$ cat config.mk
export PLATFORM = sky130hd
export DESIGN_NAME = srm_cell
export DESIGN_NICKNAME = d
export VERILOG_FILES = /design/src/rtl/srm_pkg.sv /design/src/rtl/srm_cell.sv
export SDC_FILE = /design/constraint.sdc
export NUM_CORES = 1
export LEC_CHECK = 0
export BUFFER_PORTS_ARGS = -buffer_cell sky130_fd_sc_hd__buf_2
export CAP_MARGIN = 20
export CORE_UTILIZATION = 44
export CTS_BUF_LIST = sky130_fd_sc_hd__clkbuf_4
export DETAILED_ROUTE_END_ITERATION = 8
export PLACE_DENSITY = 0.86
export RECOVER_POWER = 100
export SETUP_SLACK_MARGIN = 0.5
export SLEW_MARGIN = 10
export SYNTH_ARGS = -nofsm -noshare
export SYNTH_HDL_FRONTEND = slang
export SYNTH_SLANG_ARGS = --single-unit
$ cat constraint.sdc
create_clock -name clk -period 3.3 [get_ports clk]
set_input_delay 0.66 -clock clk [delete_from_list [all_inputs] [get_ports clk]]
set_output_delay 0.66 -clock clk [all_outputs]
set_load 0.005 [all_outputs]
$ cat src/rtl/srm_pkg.sv
// Shared types and constants of the subset rule matcher.
package srm_pkg;

  localparam int VECTOR_BITS = 64;
  localparam int MAX_RULES   = 256;
  localparam int FIELD_BITS  = 64;
  localparam int TGT_BITS    = 6;
  localparam int CNT_W       = $clog2(MAX_RULES + 1);
  localparam int STEP_W      = (MAX_RULES > 1) ? $clog2(MAX_RULES) : 1;

  typedef enum logic [1:0] {
    OP_CLEAR = 2'd0,
    OP_LOAD  = 2'd1,
    OP_CHECK = 2'd2
  } op_t;

  typedef struct packed {
    logic [VECTOR_BITS-1:0] mask;
    logic [TGT_BITS-1:0]    target;
  } rule_t;

  typedef struct packed {
    logic load;
    logic rotate;
  } cell_ctl_t;

endpackage

$ cat src/rtl/srm_cell.sv
// One rule cell of the storage chain: hold, shift in from the previous cell, or rotate.
module srm_cell (
  input  logic               clk,
  input  srm_pkg::cell_ctl_t ctl,
  input  srm_pkg::rule_t     from_prev,
  input  srm_pkg::rule_t     from_next,
  output srm_pkg::rule_t     rule
);

  srm_pkg::rule_t rule_r;

  always_ff @(posedge clk) begin
    if (ctl.load) begin
      rule_r <= from_prev;
    end else if (ctl.rotate) begin
      rule_r <= from_next;
    end
  end

  assign rule = rule_r;

endmodule

### Yosys cells after proc, flatten, opt, wreduce, memory -nomap -nowiden

Index checks and enable logic that the tools add are counted.

| word-level totals | value |
|---|---|
| bits in registers | 70 |
| input port bits | 143 |
| output and inout bits | 70 |

| cells by class | value |
|---|---|
| mux-type cells | 2 |
| reduce and logical (&&, ||, !) cells | 1 |

Operator list:

| operator | number |
|---|---|
| $mux W70 | 2 |
| $reduce_bool A2 Y1 | 1 |

### Logic depth before layout (Yosys ltp)

| logic depth | value |
|---|---|
| word-level depth | 2 |
| depth in mapped cells | 3 |
| mapped depth without buffers | 1 |

### Worst setup path after synthesis

Ideal clock, no wire load.

| timing path | value |
|---|---|
| path type | input port to flip-flop |
| start | in ctl[1] (netlist bit) |
| end | reg rule_r, in the netlist rule[0] (enable) |
| library setup time | 432 ps |
| arrival time | 2,555 ps |
| setup slack | 313 ps |
| stages | 3 |
| path buffers | 2 |
| cell sequence | buf_6 buf_12 or2_1 |

| on the way | value |
|---|---|
| longest elaborated chain between the ends | 1 |

Ends and longest elaborated chain:

| element | line | source |
|---|---|---|
| start, declared | srm_cell.sv:4 | `input srm_pkg::cell_ctl_t ctl,` |
| $reduce_bool A2 Y1 (no line) | - |  |
| end signal, assigned | srm_cell.sv:14 | `rule_r <= from_prev;` |
| end signal, assigned | srm_cell.sv:16 | `rule_r <= from_next;` |
| end, declared | srm_cell.sv:10 | `srm_pkg::rule_t rule_r;` |

Every way passes these cells.
A chain may end at the register's enable or synchronous reset.

### Worst setup path after layout

| timing path | value |
|---|---|
| start | in ctl[1] (netlist bit) |
| end | reg rule_r, in the netlist rule[8] (enable) |

The elaborated chain is that of the path after synthesis.

==> impl_metrics.py <==
metrics = {
    "synthesis": {
        "post_synth.cell_area_avg_um2": 22.19,
        "netlist_area_um2": 3307,
        "syn_nets": 292,
        "netlist-cell-type-count": 6,
        "synth_cells": 149,
        "synth_seq_cells": 70,
        "yosysSeqAreaShare": 0.6356,
        "yosysWarnings": 0,
    },
    "floorplan": {
        "core_um2": 7253,
        "boundaryPins": 213,
        "fp-row-count": 31,
        "die_y_um": 88.70,
        "dieArea_um2": 7867,
        "start_util": 0.4559,
        "die_x_um": 88.70,
    },
    "timing": {
        "finalSetupViolations": 0,
        "hold_ws_ns": 0.5499,
        "grt_setup_unrepaired": "false",
        "final_max_slew_viol_count": 71,
        "worst_slack_ns": 1.231,
        "tightestPinTransition_ns": 1.604,
        "slew_headroom": -0.06901,
        "final_hold_viol_count": 0,
        "setup_tns_ns": 0,
        "fin_crit_sh": 0.6270,
        "max_freq_mhz": 483.3,
        "finalWorstPathRequiredPeriod_ns": 2.069,
    },
    "grt": {
        "antenna_found_initial": 0,
        "overflow": 0,
        "track_usage": 0.1588,
        "grt_max_degree": 71,
        "grt_pass1_wl_um": 9190,
        "first_global_vias": 2040,
    },
    "finish": {
        "drive_above_1_share": 0.4676,
        "multi_input_area_um2": 798.3,
        "regArea_um2": 2102,
        "fin_area_um2": 4189,
        "n_antenna_cell": 0,
        "final_cell_mix": "buf_2, edfxtp_1, mux2_1",
        "final_nets": 508,
        "nFillCells": 675,
        "largest_reg_flops": 70,
        "mostFrequentLayoutCell": "buf_2",
        "area_growth_pct": 26.67,
    },
    "place": {
        "pre_cts_ws_ns": 1.367,
        "place_congestion": 0.7103,
        "place_area_um2": 4365,
        "place.port_buffers": 212,
        "dpl.hpwl_um": 5009,
    },
    "critical_path": {
        "crit_path_start_kind": "input port",
        "cp_num_cells": 2,
        "critical_path.endpoint_type": "register",
        "arrival_ns": 2.06,
        "worstPathCellList": "clkbuf_1 -> or2_2",
        "slowest_delay_ns": 1.20,
        "critPathTopFamily": "simple AND/OR/NAND/NOR gates",
        "cp_max_fo": 70,
        "crit_type": "input port to register",
        "critPathRequiredTime_ns": 3.29,
        "timing.critical_path.buf_inv": 1,
        "cp_slowest_cell": "or2_2",
    },
    "clock_tree": {
        "cts_buffers": 9,
        "root_buffer": "clkbuf_4",
        "numClockSinks": 70,
        "postCtsHoldBufs": 0,
        "clkTransAtPathRegs_ns": 0.12,
        "cts_resized": 0,
        "cts_max_level": 3,
        "cts_tree": "yes",
        "clock_path_buffers": 2,
        "cts_setup_buffers": 0,
    },
    "route": {
        "totalWireLength_um": 6839,
        "drcViolationCount": 0,
        "post_drt_wl_per_cell_um": 14.58,
        "vias": 2129,
        "vias_per_cell": 4.539,
        "postRouteAntennaNets": 0,
        "drtIter0Drc": 41,
        "drtPass1Iterations": 4,
    },
    "outcome": {
        "status": "finished with violations",
        "violations": "max-capacitance violations, max-slew violations",
    },
    "power": {
        "cellPowerDensity_nw_per_um2": 475.7,
        "ir_drop_mv": 0.2333,
        "leakage_nw": 1.774,
    },
    "hold_path": {
        "min_delay_path_depth": 2,
        "hp-class": "input port to register",
    },
    "flow_run": {
        "cap_violations": 1,
    },
}
-- stage by stage --
| step | total power [W] | std cells | utilization |
|---|---|---|---|
| floorplan | 0.001311 | 149 | - |
| global route | 0.002086 | 469 | 0.5775 |
| detailed placement | 0.001495 | 453 | 0.6019 |
| global placement | 0.001480 | 453 | 0.6019 |
| finish | 0.001993 | 469 | 0.5775 |
| CTS | 0.002095 | 469 | 0.6234 |
-- synthesized netlist by cell type (all sizes together) --
library cell / count / area share
buf: 8 / 0.046
mux2: 70 / 0.32
or2: 1 / 0.0019
edfxtp: 70 / 0.64
-- cell families (layout without fill, tap and decap cells) --
| family | count (synthesis) | after routing | synth area share |
|---|---|---|---|
| buf+inv | 8 | 229 | 0.04578 |
| flops | 70 | 70 | 0.6356 |
| mux | 70 | 70 | 0.3167 |
| simple gates | 1 | 1 | 0.001893 |
-- power by group --
| part | internal, W | leakage [nW] | switching (W) |
|---|---|---|---|
| sequential | 0.00109 | 0.713 | 0.0000263 |
| combinational | 0.000145 | 0.972 | 0.000125 |
| clock | 0.000320 | 0.0883 | 0.000284 |
| total | 0.00156 | 1.77 | 0.000436 |
-- final cells by class --
type	instances	share of cell area
multi-input combinational	71	0.1906
clock inverter	5	0.01762
tap	99	0.02957
timing repair buffer	213	0.2407
sequential	70	0.5018
clock buffer	11	0.01971
-- routing by layer --
layer,GRT usage,share of wire,vias up
met3,0.06157,0.089,9
li1,-,-,1017
met4,0.05865,0.015,0
met2,0.2965,0.52,131
met1,0.1588,0.37,972
met5,0,0,-
-- path summary, 6_finish.rpt --
check / from / endpoint / slack (ns)
worst max-delay path: ctl[1] / rule[8] / 1.23
worst min-delay path: from_next[26] / rule[26] / 0.55
Power figures use the tool's default switching activity.
